File: config.mk
export PLATFORM = sky130hd
export DESIGN_NAME = centered_binomial_sampler
export DESIGN_NICKNAME = d
export VERILOG_FILES = /design/src/rtl/core/cbs_pkg.sv /design/src/rtl/core/cbs_pair_unit.sv /design/src/rtl/core/cbs_group_fifo.sv /design/src/rtl/core/centered_binomial_sampler.sv
export SDC_FILE = /design/constraint.sdc
export NUM_CORES = 1
export LEC_CHECK = 0
export BUFFER_PORTS_ARGS = -buffer_cell sky130_fd_sc_hd__buf_2
export CAP_MARGIN = 30
export CORE_ASPECT_RATIO = 0.6
export CORE_MARGIN = 2
export CORE_UTILIZATION = 45
export DETAILED_ROUTE_END_ITERATION = 8
export PLACE_DENSITY = 0.71
export SLEW_MARGIN = 10
export SYNTH_ARGS = -nofsm -noshare
export SYNTH_HDL_FRONTEND = slang
export SYNTH_HIERARCHICAL = 1
export SYNTH_SLANG_ARGS = --single-unit
File: constraint.sdc
create_clock -name clk_i -period 15.28 [get_ports clk_i]
set_input_delay 1.528 -clock clk_i [delete_from_list [all_inputs] [get_ports clk_i]]
set_output_delay 1.528 -clock clk_i [all_outputs]
set_load 0.01 [all_outputs]
File: src/rtl/core/cbs_pkg.sv
// Package for the centered binomial sampler: payload structs, the result group
// type and the configuration register indexes. No dependencies.

package cbs_pkg;

  // Fixed field widths.
  localparam int unsigned ByteW        = 8;
  localparam int unsigned SampleW      = 5;
  localparam int unsigned EtaW         = 4;
  localparam int unsigned CountW       = 11;
  localparam int unsigned CfgDataW     = 11;
  localparam int unsigned PairsPerByte = 4;
  localparam int unsigned GroupIdxW    = 2;

  // Register reset values.
  localparam logic [EtaW-1:0]   EtaReset   = EtaW'(2);
  localparam logic [CountW-1:0] CountReset = CountW'(128);

  // Configuration register indexes.
  typedef enum logic [0:0] {
    CfgEta         = 1'b0,
    CfgSampleCount = 1'b1
  } cbs_cfg_e;

  // One input item.
  typedef struct packed {
    logic [ByteW-1:0] data_byte;
    logic             start_req;
  } cbs_in_t;

  // One result item.
  typedef struct packed {
    logic signed [SampleW-1:0] sample;
    logic                      last;
  } cbs_out_t;

  // All results that one byte produces, with the index of the last valid one.
  typedef struct packed {
    logic [GroupIdxW-1:0]             last_idx;
    cbs_out_t [PairsPerByte-1:0]      res;
  } cbs_group_t;

endpackage

File: src/rtl/core/cbs_pair_unit.sv
// Combinational pair accumulator: folds the four bit pairs of one byte into the
// running sample state and collects the finished samples. Depends on cbs_pkg.

module cbs_pair_unit import cbs_pkg::*; #(
  parameter int unsigned PairW = 3,
  parameter int unsigned CntW  = 11
) (
  input  cbs_in_t                   in_i,
  input  logic signed [SampleW-1:0] sum_i,
  input  logic [PairW-1:0]          pairs_i,
  input  logic [CntW-1:0]           done_i,
  input  logic [PairW:0]            eta_eff_i,
  input  logic [CntW-1:0]           n_eff_i,
  output logic signed [SampleW-1:0] sum_o,
  output logic [PairW-1:0]          pairs_o,
  output logic [CntW-1:0]           done_o,
  output logic                      has_res_o,
  output cbs_group_t                grp_o
);

  logic signed [SampleW-1:0] sum;
  logic [PairW-1:0]          pairs;
  logic [PairW:0]            pairs_nx;
  logic [CntW-1:0]           done;
  logic [GroupIdxW:0]        num;

  // Walk the pairs least significant first; a start request clears the state
  // before the first pair of this byte.
  always_comb begin
    sum      = in_i.start_req ? '0 : sum_i;
    pairs    = in_i.start_req ? '0 : pairs_i;
    done     = in_i.start_req ? '0 : done_i;
    pairs_nx = '0;
    num      = '0;
    grp_o    = '0;
    for (int p = 0; p < PairsPerByte; p++) begin
      if (done < n_eff_i) begin
        sum      = sum + SampleW'(in_i.data_byte[2*p]) - SampleW'(in_i.data_byte[2*p+1]);
        pairs_nx = {1'b0, pairs} + 1'b1;
        if (pairs_nx >= eta_eff_i) begin
          done = done + 1'b1;
          grp_o.res[num[GroupIdxW-1:0]].sample = sum;
          grp_o.res[num[GroupIdxW-1:0]].last   = (done == n_eff_i);
          num   = num + 1'b1;
          sum   = '0;
          pairs = '0;
        end else begin
          pairs = pairs_nx[PairW-1:0];
        end
      end
    end
    grp_o.last_idx = GroupIdxW'(num - 1'b1);
  end

  assign sum_o     = sum;
  assign pairs_o   = pairs;
  assign done_o    = done;
  assign has_res_o = (num != '0);

endmodule

File: src/rtl/core/cbs_group_fifo.sv
// Two-entry queue of result groups with a serializer that hands out one
// sample per transfer. Depends on cbs_pkg.

module cbs_group_fifo import cbs_pkg::*; (
  input  logic       clk_i,
  input  logic       rst_ni,
  input  logic       push_i,
  input  cbs_group_t grp_i,
  output logic       full_o,
  output logic       out_valid_o,
  input  logic       out_ready_i,
  output cbs_out_t   out_data_o
);

  localparam int unsigned Depth = 2;

  cbs_group_t           grp_q [Depth];
  logic                 wr_ptr_q, rd_ptr_q;
  logic [1:0]           cnt_q;
  logic [GroupIdxW-1:0] sub_q;
  cbs_group_t           head;
  logic                 pop;

  // The head group and the sample within it that is offered next.
  assign head        = grp_q[rd_ptr_q];
  assign out_valid_o = (cnt_q != '0);
  assign out_data_o  = head.res[sub_q];
  assign full_o      = (cnt_q == 2'(Depth));
  assign pop         = out_valid_o && out_ready_i && (sub_q == head.last_idx);

  // Group storage.
  always_ff @(posedge clk_i) begin
    if (push_i) begin
      grp_q[wr_ptr_q] <= grp_i;
    end
  end

  // Pointers, occupancy and the sample index inside the head group.
  always_ff @(posedge clk_i or negedge rst_ni) begin
    if (!rst_ni) begin
      wr_ptr_q <= 1'b0;
      rd_ptr_q <= 1'b0;
      cnt_q    <= '0;
      sub_q    <= '0;
    end else begin
      if (push_i) begin
        wr_ptr_q <= ~wr_ptr_q;
      end
      if (pop) begin
        rd_ptr_q <= ~rd_ptr_q;
        sub_q    <= '0;
      end else if (out_valid_o && out_ready_i) begin
        sub_q <= sub_q + 1'b1;
      end
      if (push_i && !pop) begin
        cnt_q <= cnt_q + 1'b1;
      end else if (pop && !push_i) begin
        cnt_q <= cnt_q - 1'b1;
      end
    end
  end

endmodule

File: src/rtl/core/centered_binomial_sampler.sv
// Top level of the centered binomial sampler: input register, configuration
// registers, run state, pair unit and result queue. Depends on cbs_pkg,
// cbs_pair_unit and cbs_group_fifo.
//
//   channel | direction | handshake               | payload
//   --------+-----------+-------------------------+---------------------------
//   in      | input     | in_valid_i / in_ready_o | cbs_in_t  (byte, start)
//   out     | output    | out_valid_o/out_ready_i | cbs_out_t (sample, last)
//   cfg     | input     | cfg_valid_i/cfg_ready_o | cfg_index_i, cfg_data_i
//
// A byte is taken into the input register; once the result queue has room,
// it is folded into the run state and its samples go into the queue. The
// single output port hands out one sample per cycle while out_ready_i is
// high; a byte yields at most one sample for eta of four or more, up to four
// for eta of one. The queue holds two bytes' worth of samples; an output stall
// fills it, and in_ready_o drops if a byte also waits in the input register.
// Reset restores eta 2 and 128 samples, starts a fresh run; no clearing pass.

module centered_binomial_sampler import cbs_pkg::*; #(
  parameter int unsigned MAX_SAMPLES = 1024,
  parameter int unsigned MAX_ETA     = 8
) (
  input  logic                clk_i,
  input  logic                rst_ni,
  input  logic                in_valid_i,
  output logic                in_ready_o,
  input  cbs_in_t             in_data_i,
  output logic                out_valid_o,
  input  logic                out_ready_i,
  output cbs_out_t            out_data_o,
  input  logic                cfg_valid_i,
  output logic                cfg_ready_o,
  input  logic                cfg_index_i,
  input  logic [CfgDataW-1:0] cfg_data_i
);

  // The sample counter never needs to exceed what the count register can hold.
  localparam int unsigned CountRegMax = (1 << CountW) - 1;
  localparam int unsigned CntMax = (MAX_SAMPLES < CountRegMax) ? MAX_SAMPLES : CountRegMax;
  localparam int unsigned CntW   = $clog2(CntMax + 1);
  localparam int unsigned PairW  = (MAX_ETA > 1) ? $clog2(MAX_ETA) : 1;

  logic [EtaW-1:0]           eta_q;
  logic [CountW-1:0]         count_q;
  logic                      in_valid_q;
  cbs_in_t                   in_data_q;
  logic signed [SampleW-1:0] sum_q, sum_d;
  logic [PairW-1:0]          pairs_q, pairs_d;
  logic [CntW-1:0]           done_q, done_d;
  logic [PairW:0]            eta_eff;
  logic [CntW-1:0]           n_eff;
  logic                      fifo_full;
  logic                      fire;
  logic                      has_res;
  cbs_group_t                grp;

  // Configuration writes are always taken.
  assign cfg_ready_o = 1'b1;

  always_ff @(posedge clk_i or negedge rst_ni) begin
    if (!rst_ni) begin
      eta_q   <= EtaReset;
      count_q <= CountReset;
    end else if (cfg_valid_i) begin
      case (cbs_cfg_e'(cfg_index_i))
        CfgEta:         eta_q   <= cfg_data_i[EtaW-1:0];
        CfgSampleCount: count_q <= cfg_data_i[CountW-1:0];
        default:        ;
      endcase
    end
  end

  // Effective eta and sample count: zero counts as one, large values saturate.
  always_comb begin
    if (eta_q == '0) begin
      eta_eff = (PairW + 1)'(1);
    end else if (int'(eta_q) > MAX_ETA) begin
      eta_eff = (PairW + 1)'(MAX_ETA);
    end else begin
      eta_eff = (PairW + 1)'(eta_q);
    end
    if (count_q == '0) begin
      n_eff = CntW'(1);
    end else if (int'(count_q) > MAX_SAMPLES) begin
      n_eff = CntW'(MAX_SAMPLES);
    end else begin
      n_eff = CntW'(count_q);
    end
  end

  // Input register; the held byte is processed once the queue has room.
  assign fire       = in_valid_q && !fifo_full;
  assign in_ready_o = !in_valid_q || !fifo_full;

  always_ff @(posedge clk_i or negedge rst_ni) begin
    if (!rst_ni) begin
      in_valid_q <= 1'b0;
    end else if (in_ready_o) begin
      in_valid_q <= in_valid_i;
    end
  end

  always_ff @(posedge clk_i) begin
    if (in_valid_i && in_ready_o) begin
      in_data_q <= in_data_i;
    end
  end

  cbs_pair_unit #(
    .PairW (PairW),
    .CntW  (CntW)
  ) u_pair_unit (
    .in_i      (in_data_q),
    .sum_i     (sum_q),
    .pairs_i   (pairs_q),
    .done_i    (done_q),
    .eta_eff_i (eta_eff),
    .n_eff_i   (n_eff),
    .sum_o     (sum_d),
    .pairs_o   (pairs_d),
    .done_o    (done_d),
    .has_res_o (has_res),
    .grp_o     (grp)
  );

  // Run state advances with every processed byte.
  always_ff @(posedge clk_i or negedge rst_ni) begin
    if (!rst_ni) begin
      sum_q   <= '0;
      pairs_q <= '0;
      done_q  <= '0;
    end else if (fire) begin
      sum_q   <= sum_d;
      pairs_q <= pairs_d;
      done_q  <= done_d;
    end
  end

  cbs_group_fifo u_group_fifo (
    .clk_i       (clk_i),
    .rst_ni      (rst_ni),
    .push_i      (fire && has_res),
    .grp_i       (grp),
    .full_o      (fifo_full),
    .out_valid_o (out_valid_o),
    .out_ready_i (out_ready_i),
    .out_data_o  (out_data_o)
  );

endmodule

==> impl_metrics.py, run 1 <==
metrics = {
    "cts": {
        "htree_num_levels": 3,
        "cts.repair_timing.setup_buffer_count": 0,
        "cts-hold-fix-buffers": 0,
        "clock_sinks": 102,
        "root_buffer": "clkbuf_16",
        "worst_skew_pair.late_latency_ps": 360,
        "number_of_buffers_on_the_longest_clock_path": 2,
        "tritoncts_buffers": 9,
        "tritoncts_clock_tree": "yes",
        "cts-resized-gates": 0,
        "clkSlewWorstSetupHoldPaths_ps": 80,
    },
    "cells_and_area": {
        "antenna_cells_inserted": 0,
        "final_net_count": 1205,
        "areaGrowthSynthToFinish_pct": 7.01,
        "final_layout_size_suffix_gt1_share_pct": 14.1,
    },
    "detailed_routing": {
        "drc_violation_count_after_routing": 0,
        "detail_routed_via_count_per_cell": 6.20,
        "final_routed_wirelength_across_all_metal_layers_um": 29100,
        "antenna_left": 0,
        "detail_route.wl_per_cell_um": 21.3,
        "drtPass1Iterations": 6,
        "initialDrtViolationCount": 1266,
        "vias": 8492,
    },
    "placement": {
        "io_buffers": 33,
        "globalplace.congestion": 0.968,
        "hpwlAfterDp_um": 23700,
    },
    "timing": {
        "setup_total_negative_slack_ps": 0,
        "final_clock_skew_ps": 14.0,
        "maxSlewHeadroom_pct": 27.6,
        "grt_setup_unrepaired": "no",
        "maxClockFrequency_ghz": 0.0765,
        "layout_worst_path_cycle_share_pct": 85.6,
        "final.min_clock_period_ps": 13080,
        "report.final.hold_viol_count": 0,
        "setup_viol_count_final": 0,
        "timing.final.max_slew_violations": 0,
        "timing_worst_slew_pin_value_ps": 1090,
    },
    "logic_synthesis": {
        "syn_area_um2": 10100,
        "ys_dominant_reg_cell": "edfxtp_1",
        "mux_cell_area_share_after_synthesis_pct": 10.1,
        "number_of_synthesized_flops_with_an_enable_pin": 61,
        "syn_nets": 1192,
        "synth_warnings": 6,
        "seq_area_frac_synth_pct": 28.4,
        "synth_area_per_cell_um2": 9.47,
        "synth.lib_cells_used.distinct": 100,
        "synth_top_family_by_area": "simple AND/OR/NAND/NOR gates",
        "syn-instance-count": 1065,
        "postSynth.asyncResetShare_pct": 40.2,
        "synth_xor_area_share_pct": 10.6,
        "post_synth_and_or_nand_nor_area_fraction_pct": 18.2,
        "ys_seq_elements": 102,
        "fraction_of_the_mapped_netlist_area_in_compound_gates_pct": 15.0,
        "synth_adder_area_share_pct": 12.8,
    },
    "status": {
        "outcome": "finished clean",
    },
    "global_route": {
        "grt_pass1_wl_um": 44500,
        "grt_antenna_before_repair": 0,
        "grt_start_max_net_pins": 27,
        "total_overflow_reported_by_the_global_router": 0,
        "grt_usage_pct": 24.9,
        "grt_pass1_vias": 7688,
    },
    "worst_setup_path": {
        "cp_common_cell": "ha_1",
        "r2r_slack_ps": 2200,
        "worstPathArrival_ps": 13100,
        "critical_path_required_ps": 15300,
        "critical_path.endpoint_type": "register",
        "worst_reg2reg_path_startpoint": "count_q[10]",
        "timing.critical_path.slowest_cell_delay_ps": 810,
        "r2r-end": "u_group_fifo/grp_q[0][6]",
        "timing.critical_path.from_type": "register",
        "crit_fanout": 26,
        "timing_worst_setup_path_type": "reg2reg",
        "worst_r2r_path_depth": 42,
        "cp_slowest_cell": "a2111oi_4",
    },
    "worst_hold_path": {
        "holdCritStartpoint": "sum_q[1]",
        "type_of_the_worst_min_delay_path": "reg2reg",
        "whs_path_depth": 1,
        "hold_end": "sum_q[1]",
    },
    "die": {
        "floorplan.core_area_um2": 22000,
        "dieWidth_um": 197,
        "die-area_um2": 23700,
        "die_h_um": 120,
        "io_pins": 35,
        "floorplan.initialDensity_pct": 45.8,
        "placement_rows": 42,
    },
    "job": {
        "cap_viol_max_count": 0,
    },
}
==> state kept, by name, summed over array words and instances, names as in the netlist <==
register               count
done_q                    11
pairs_q                    3
count_q                   11
u_group_fifo/cnt_q         2
sum_q                      5
u_group_fifo/wr_ptr_q      1
u_group_fifo/sub_q         2
u_group_fifo/rd_ptr_q      1
eta_q                      4
u_group_fifo/grp_q        52
in_data_q                  9
in_valid_q                 1
==> synthesized netlist by cell type, types with 12 or more instances <==
| library cell | instances | area share, % |
|---|---|---|
| xor2_1 | 31 | 2.7 |
| nor3_1 | 21 | 1.0 |
| mux2i_1 | 12 | 1.2 |
| a31oi_1 | 22 | 1.4 |
| ha_1 | 97 | 12 |
| edfxtp_1 | 61 | 18 |
| nor2_1 | 58 | 2.2 |
| nor2b_1 | 27 | 1.7 |
| nand2_1 | 88 | 3.3 |
| o211ai_1 | 16 | 1.2 |
| and3_1 | 17 | 1.1 |
| dfrtp_1 | 39 | 9.7 |
| inv_1 | 69 | 2.6 |
| o21ai_0 | 45 | 2.2 |
| a21oi_1 | 38 | 1.9 |
| xnor2_1 | 74 | 6.4 |
| a21o_1 | 16 | 1.2 |
| mux2_2 | 46 | 5.1 |
| nand3_1 | 48 | 2.4 |
| nand4_1 | 14 | 0.87 |
| clkbuf_1 | 21 | 0.78 |
==> cell type report <==
type                            instances  area, um^2
Fill cell                            2037       11200
Multi-Input combinational cell        850        6740
Sequential cell                       102        2860
Tap cell                              286         358
Inverter                               73         274
Timing Repair Buffer                   42         253
Clock buffer                            9         225
Clock inverter                          7        86.3
==> critical path, delay by kind of cell, from the launching register on <==
family	cells	cell delay, ps
AOI/OAI and AO/OA	14	3570
xor gates and xnor gates	4	1370
adders and majority gates	5	1600
buffers and inverters	6	1580
DFF	1	640
and+or+nand+nor	13	3950
==> logic make-up (layout without fill, tap and decap cells) <==
kind of cell	after synthesis	after routing
multiplexers	74	74
buffers and inverters	113	131
adder cells (fa/ha/maj)	101	101
flip-flops	102	102
other	1	1
XOR/XNOR	113	113
AND/OR/NAND/NOR	350	350
AO/OA/AOI/OAI	211	211
==> routing by layer <==
metal,GRT usage (%),routed length (um)
met1,39.8,14100
met2,30.6,10300
met3,10.5,4590
met4,2.87,212
met5,0,0
==> cell usage in the layout (no fill, tap or decap), drive strengths merged, types with 18 or more instances in the layout <==
| cell | instances |
|---|---|
| xor2 | 31 |
| ha | 97 |
| buf | 42 |
| xnor2 | 79 |
| a21oi | 40 |
| edfxtp | 61 |
| inv | 75 |
| nor3 | 22 |
| nor2b | 28 |
| mux2 | 48 |
| nor2 | 59 |
| a31oi | 23 |
| and3 | 18 |
| nand3 | 49 |
| dfrtp | 39 |
| nand2 | 89 |
| o21ai | 51 |
==> how the worst max path moves through the flow <==
stage	startpoint	endpoint	slack, ps
finish	count_q[10]	u_group_fifo/grp_q[0][6]	2200
detailed placement	count_q[10]	u_group_fifo/grp_q[0][12]	2700
global placement	count_q[10]	u_group_fifo/grp_q[0][18]	3060
CTS	count_q[10]	u_group_fifo/grp_q[0][2]	2660
global route	count_q[10]	u_group_fifo/grp_q[0][0]	1440
floorplan	count_q[10]	u_group_fifo/grp_q[0][0]	3960
==> per-stage QoR <==
stage / util, % / cell area, um^2 / setup slack, ps / hold WS [ps] / cells
final: 49.0 / 10800 / 2200 / 511 / 1369
after global routing: 49.0 / 10800 / 1440 / 521 / 1369
after CTS: 49.0 / 10800 / 2660 / 511 / 1369
after detailed placement: 47.6 / 10500 / 2700 / 489 / 1353
after global placement: 47.4 / 10400 / 3060 / 491 / 1351
after floorplan: - / 10100 / 3960 / 455 / 1065
Power of run 1 is left out: the tool's default activity adds up to more than one toggle a clock period on the data nets, which glitch-free logic cannot reach.
==> inputs of run 2 (changes only) <==
--- a/config.mk
+++ b/config.mk
@@ -15,5 +15,4 @@
 export SLEW_MARGIN = 10
 export SYNTH_ARGS = -nofsm -noshare
 export SYNTH_HDL_FRONTEND = slang
-export SYNTH_HIERARCHICAL = 1
 export SYNTH_SLANG_ARGS = --single-unit
==> constraint.sdc (replaced) <==
create_clock -name clk_i -period 14.05 [get_ports clk_i]
set_input_delay 1.405 -clock clk_i [delete_from_list [all_inputs] [get_ports clk_i]]
set_output_delay 1.405 -clock clk_i [all_outputs]
set_load 0.01 [all_outputs]
==> run 2 against run 1 <==
Against the previous run:
- maximum frequency grew 0.16%
- critical path depth decreased by 1
- die area decreased by 0.86%
- synthesized area shrank 0.88%
- register-to-register slack worse by 1200 ps
- sequential share of layout area about the same
- hold slack lost 26 ps
- worst setup slack worse by 1200 ps
- global-route usage up 0.83 points
- clock skew barely moved
- synthesized cell count up 1.5%
- count of clock-buffer cells in the layout stayed put
- critical path type unchanged
- highest routed layer unchanged
==> impl_metrics.py, run 2 <==
metrics = {
    "status": {
        "outcome": "finished clean",
    },
    "die": {
        "floorplan.initialDensity_pct": 45.6,
        "die-area_um2": 23500,
        "placement_rows": 42,
        "dieWidth_um": 196,
        "floorplan.core_area_um2": 21900,
        "io_pins": 35,
        "die_h_um": 119,
    },
    "global_route": {
        "grt_antenna_before_repair": 0,
        "grt_start_max_net_pins": 40,
        "total_overflow_reported_by_the_global_router": 0,
        "grt_pass1_wl_um": 46000,
        "grt_usage_pct": 25.7,
        "grt_pass1_vias": 7714,
    },
    "timing": {
        "maxClockFrequency_ghz": 0.0766,
        "setup_total_negative_slack_ps": 0,
        "final_clock_skew_ps": 14.3,
        "maxSlewHeadroom_pct": 27.6,
        "grt_setup_unrepaired": "no",
        "report.final.hold_viol_count": 0,
        "timing.final.max_slew_violations": 0,
        "final.min_clock_period_ps": 13060,
        "setup_viol_count_final": 0,
        "layout_worst_path_cycle_share_pct": 92.9,
        "timing_worst_slew_pin_value_ps": 1080,
    },
    "cells_and_area": {
        "registers.top_by_ff_count": "u_group_fifo.grp_q",
        "most-common-layout-cells": "99 x ha_1, 97 x nand2_1, 70 x xnor2_1",
        "layout.cells.most_common": "ha_1",
        "areaGrowthSynthToFinish_pct": 8.05,
        "antenna_cells_inserted": 0,
        "final_net_count": 1223,
        "filler_cell_count": 1990,
        "layout_top_registers": "u_group_fifo.grp_q (52), count_q (11), done_q (11)",
        "largest_reg_flops": 52,
        "final_layout_size_suffix_gt1_share_pct": 12.6,
    },
    "worst_setup_path": {
        "timing.critical_path.from_type": "register",
        "cp_slowest_cell": "or4b_2",
        "timing_worst_setup_path_type": "reg2reg",
        "worstPathArrival_ps": 13080,
        "critical_path.endpoint_type": "register",
        "cp_common_cell": "o21a_1",
        "timing.critical_path.slowest_cell_delay_ps": 900,
        "critical_path_required_ps": 14070,
        "crit_fanout": 26,
    },
    "cts": {
        "cts.repair_timing.setup_buffer_count": 0,
        "number_of_buffers_on_the_longest_clock_path": 2,
        "tritoncts_clock_tree": "yes",
        "clock_sinks": 102,
        "htree_num_levels": 3,
        "clkSlewWorstSetupHoldPaths_ps": 80,
        "tritoncts_buffers": 9,
        "cts-hold-fix-buffers": 0,
        "worst_skew_pair.late_latency_ps": 360,
        "cts-resized-gates": 0,
        "root_buffer": "clkbuf_16",
    },
    "logic_synthesis": {
        "ys_seq_elements": 102,
        "synth_top_area_share_pct": 18.3,
        "synth_largest_area_cell": "edfxtp_1",
        "synth_warnings": 0,
        "syn_nets": 1210,
        "synth_top_cells_by_area": "edfxtp_1 18%, ha_1 12%, dfrtp_1 9.8%, xnor2_1 6.1%, nand2_1 3.6%",
        "syn_area_um2": 10000,
        "syn-instance-count": 1081,
        "number_of_synthesized_flops_with_an_enable_pin": 61,
        "ys_dominant_reg_cell": "edfxtp_1",
        "yosys.cell_count.top_type": "ha_1",
        "postSynth.asyncResetShare_pct": 40.2,
        "synth_area_per_cell_um2": 9.25,
        "synth_commonest_cells": "99 x ha_1, 97 x nand2_1, 70 x xnor2_1, 66 x o21ai_0, 65 x inv_1",
        "seq_area_frac_synth_pct": 28.6,
        "synth.lib_cells_used.distinct": 88,
    },
    "detailed_routing": {
        "initialDrtViolationCount": 1122,
        "drtPass1Iterations": 6,
        "detail_routed_via_count_per_cell": 6.14,
        "final_routed_wirelength_across_all_metal_layers_um": 29400,
        "dr_wl_met2_um": 10400,
        "wl_met1_um": 14500,
        "antenna_left": 0,
        "drc_violation_count_after_routing": 0,
        "vias": 8500,
        "highest-signal-layer": "met4",
        "detail_route.wl_per_cell_um": 21.2,
        "met3RoutedLength_um": 4200,
    },
    "placement": {
        "globalplace.congestion": 1.00,
        "hpwlAfterDp_um": 23800,
        "io_buffers": 33,
    },
    "job": {
        "cap_viol_max_count": 0,
    },
    "worst_hold_path": {
        "type_of_the_worst_min_delay_path": "reg2reg",
    },
}
[run 2: cell types whose count changed after synthesis, moves of 10 or more]
| cell | previous run | this run |
|---|---|---|
| nand3_1 | 48 | 27 |
| o21ai_0 | 45 | 66 |
| clkbuf_1 | 21 | 36 |
| mux4_1 | 10 | 0 |
| mux4_2 | 2 | 12 |
| nand4_1 | 14 | 27 |
| mux2_2 | 46 | 23 |
[run 2: worst max-delay path, delay by kind of cell (launching register included)]
family,cells,cell delay [ps]
AO/OA/AOI/OAI,18,4470
AND/OR/NAND/NOR,13,4470
flip-flops,1,420
adder cells (fa/ha/maj),4,1380
XOR/XNOR,3,1180
buffers and inverters,3,770
[run 2: metal layers]
metal  GRT usage, %  vias up
li1               -     3980
met1           41.7     4041
met2           31.2      457
met3           10.7       22
met4           2.84        0
met5              0        -
[run 2: cell type report]
type	count	area [um^2]	share of cell area, %
sequential	102	2860	26.5
clock buffer	9	225	2.09
clock inverter	7	86.3	0.799
inverter	70	263	2.43
timing repair buffer	49	318	2.94
tap	286	358	3.31
multi-input combinational	862	6690	61.9
[run 2: cells by family (layout without fill, tap and decap cells)]
| kind of cell | Yosys count | in the layout | share of synthesized area, % |
|---|---|---|---|
| and+or+nand+nor | 354 | 354 | 19.0 |
| AOI/OAI and AO/OA | 237 | 237 | 15.9 |
| xor gates and xnor gates | 121 | 121 | 12.3 |
| buffers and inverters | 117 | 135 | 4.57 |
| adders and majority gates | 103 | 103 | 13.2 |
| DFF | 102 | 102 | 28.6 |
| muxes | 46 | 46 | 6.40 |
| other | 1 | 1 | 0.0375 |
[run 2: path summary, 6_finish.rpt]
check                                start                  endpoint  slack (ps)  cells after the start
worst max-delay path            count_q[1]  u_group_fifo.grp_q[0][2]         990                     41
worst min register to register    sum_q[0]                  sum_q[0]         490                      2
worst min-delay path              sum_q[0]                  sum_q[0]         490                      2
min in group asynchronous           rst_ni                in_valid_q        1010                      1
worst max register to register  count_q[1]  u_group_fifo.grp_q[0][2]         990                     41
max in group asynchronous           rst_ni                  sum_q[1]       12500                      2
[run 2: stage by stage]
stage	area (um^2)	setup slack [ps]	hold slack (ps)	utilization [%]	instances
2_1_floorplan	10000	2080	442	-	1081
3_3_place_gp	10400	1700	460	47.6	1366
3_5_place_dp	10500	1430	475	47.7	1368
4_1_cts	10800	1380	493	49.2	1384
5_1_grt	10800	133	519	49.3	1385
6_report	10800	994	485	49.3	1385
Power of run 2 is left out for the same reason.
==> inputs of run 3 (changes only) <==
--- a/config.mk
+++ b/config.mk
@@ -15,4 +15,5 @@
 export SLEW_MARGIN = 10
 export SYNTH_ARGS = -nofsm -noshare
 export SYNTH_HDL_FRONTEND = slang
+export SYNTH_HIERARCHICAL = 1
 export SYNTH_SLANG_ARGS = --single-unit
==> run 3 against run 2 <==
Against the previous run:
- sequential share of layout area is essentially flat
- maximum frequency grew 3.5%
- worst setup slack gained 440 ps
- largest cell class unchanged
==> impl_metrics.py, run 3 (synthesis results as in run 1) <==
metrics = {
    "worst_setup_path": {
        "critical_path_required_ps": 14080,
        "critical_path.endpoint_type": "register",
        "crit_fanout": 26,
        "timing.critical_path.slowest_cell_delay_ps": 760,
        "cp_common_cell": "ha_1",
        "cp_slowest_cell": "nor2b_1",
        "worstPathArrival_ps": 12640,
        "timing.critical_path.from_type": "register",
        "timing_worst_setup_path_type": "reg2reg",
    },
    "cells_and_area": {
        "registers.top_by_ff_count": "u_group_fifo/grp_q",
        "antenna_cells_inserted": 0,
        "layout.cell_area.non_filler_um2": 10800,
        "postLayoutCoreUtil_pct": 49.1,
        "largest_reg_flops": 52,
        "layout.cells.most_common": "ha_1",
        "final_layout_size_suffix_gt1_share_pct": 14.3,
        "final_net_count": 1208,
        "filler_cell_count": 2014,
        "most-common-layout-cells": "97 x ha_1, 88 x nand2_1, 74 x xnor2_1",
        "layout_top_registers": "u_group_fifo/grp_q (52), count_q (11), done_q (11)",
        "final-seq-area_um2": 2860,
        "multi_input_gate_area_in_the_final_layout_um2": 6740,
        "areaGrowthSynthToFinish_pct": 7.20,
    },
    "job": {
        "cap_viol_max_count": 0,
    },
    "cts": {
        "worst_skew_pair.late_latency_ps": 370,
        "tritoncts_clock_tree": "yes",
        "tritoncts_buffers": 9,
        "cts-resized-gates": 0,
        "root_buffer": "clkbuf_16",
        "cts.repair_timing.setup_buffer_count": 0,
        "clkSlewWorstSetupHoldPaths_ps": 80,
        "number_of_buffers_on_the_longest_clock_path": 2,
        "clock_sinks": 102,
        "cts-hold-fix-buffers": 0,
        "htree_num_levels": 3,
    },
    "status": {
        "outcome": "finished clean",
    },
    "placement": {
        "io_buffers": 33,
        "place_area_um2": 10500,
        "hpwlAfterDp_um": 23900,
        "globalplace.congestion": 0.981,
    },
    "timing": {
        "timing.final.max_slew_violations": 0,
        "maxClockFrequency_ghz": 0.0793,
        "setup_viol_count_final": 0,
        "grt_setup_unrepaired": "no",
        "finalHoldWorstSlack_ps": 508,
        "final.min_clock_period_ps": 12610,
        "final_clock_skew_ps": 13.8,
        "layout_worst_path_cycle_share_pct": 89.8,
        "report.final.hold_viol_count": 0,
        "maxSlewHeadroom_pct": 39.8,
        "setup_total_negative_slack_ps": 0,
        "timing_worst_slew_pin_value_ps": 903,
    },
    "die": {
        "die_h_um": 120,
        "io_pins": 35,
        "placement_rows": 42,
        "dieWidth_um": 197,
        "die-area_um2": 23700,
        "floorplan.core_area_um2": 22000,
        "floorplan.initialDensity_pct": 45.8,
    },
    "global_route": {
        "grt_pass1_wl_um": 45200,
        "grt_antenna_before_repair": 1,
        "grt_pass1_vias": 7602,
        "total_overflow_reported_by_the_global_router": 0,
        "grt_start_max_net_pins": 27,
        "grt_usage_pct": 25.6,
    },
    "detailed_routing": {
        "final_routed_wirelength_across_all_metal_layers_um": 29600,
        "drtPass1Iterations": 6,
        "initialDrtViolationCount": 1033,
        "detail_routed_via_count_per_cell": 6.08,
        "drc_violation_count_after_routing": 0,
        "vias": 8342,
        "detail_route.wl_per_cell_um": 21.5,
        "antenna_left": 0,
    },
    "worst_hold_path": {
        "type_of_the_worst_min_delay_path": "reg2reg",
    },
}
-- run 3: cell count changes in the layout (fill, tap and decap cells not counted), sizes merged, moves of 7 or more --
cell / change
nand4: -14
nand3: +22
mux2: +25
or3: +7
nor2b: +10
xnor3: -7
nand2b: -7
o21ai: -18
nand2: -8
o21a: -7
-- run 3: final timing paths --
check / startpoint / end / slack, ps / cells after the start
worst max-delay path: count_q[10] / u_group_fifo/grp_q[0][21] / 1440 / 42
worst min-delay path: pairs_q[1] / pairs_q[1] / 510 / 1
worst max register to register: count_q[10] / u_group_fifo/grp_q[0][21] / 1440 / 42
worst min register to register: pairs_q[1] / pairs_q[1] / 510 / 1
max in group asynchronous: rst_ni / done_q[9] / 12530 / 2
min in group asynchronous: rst_ni / sum_q[0] / 1000 / 1
-- run 3: metrics by stage --
step,cells,setup WS [ps]
floorplan,1065,2730
global placement,1354,1830
detailed placement,1355,1720
CTS,1371,1660
global route,1372,604
finish,1372,1440
-- run 3: layout make-up --
type	instances	share of cell area, %
multi-input cells	850	62.3
clock buffers	9	2.08
inverters	73	2.53
well taps	286	3.31
flip-flops and latches	102	26.5
clock inverters	7	0.833
repair buffers	45	2.48
-- run 3: worst max-delay path: cells and delay by family, from the launching register on --
family / cells / cell delay, ps
buf+inv: 6 / 1650
xor+xnor: 4 / 1420
fa+ha+maj: 5 / 1700
flops: 1 / 630
simple gates: 13 / 3910
compound gates: 14 / 2920
-- run 3: routing by layer --
| layer | wire (um) | share of wire, % | GRT usage [%] |
|---|---|---|---|
| met1 | 15000 | 51 | 41.0 |
| met4 | 287 | 0.97 | 3.81 |
| met3 | 4030 | 14 | 10.9 |
| met5 | 118 | 0.40 | 3.92 |
| met2 | 10100 | 34 | 30.5 |
Power of run 3 is left out for the same reason.
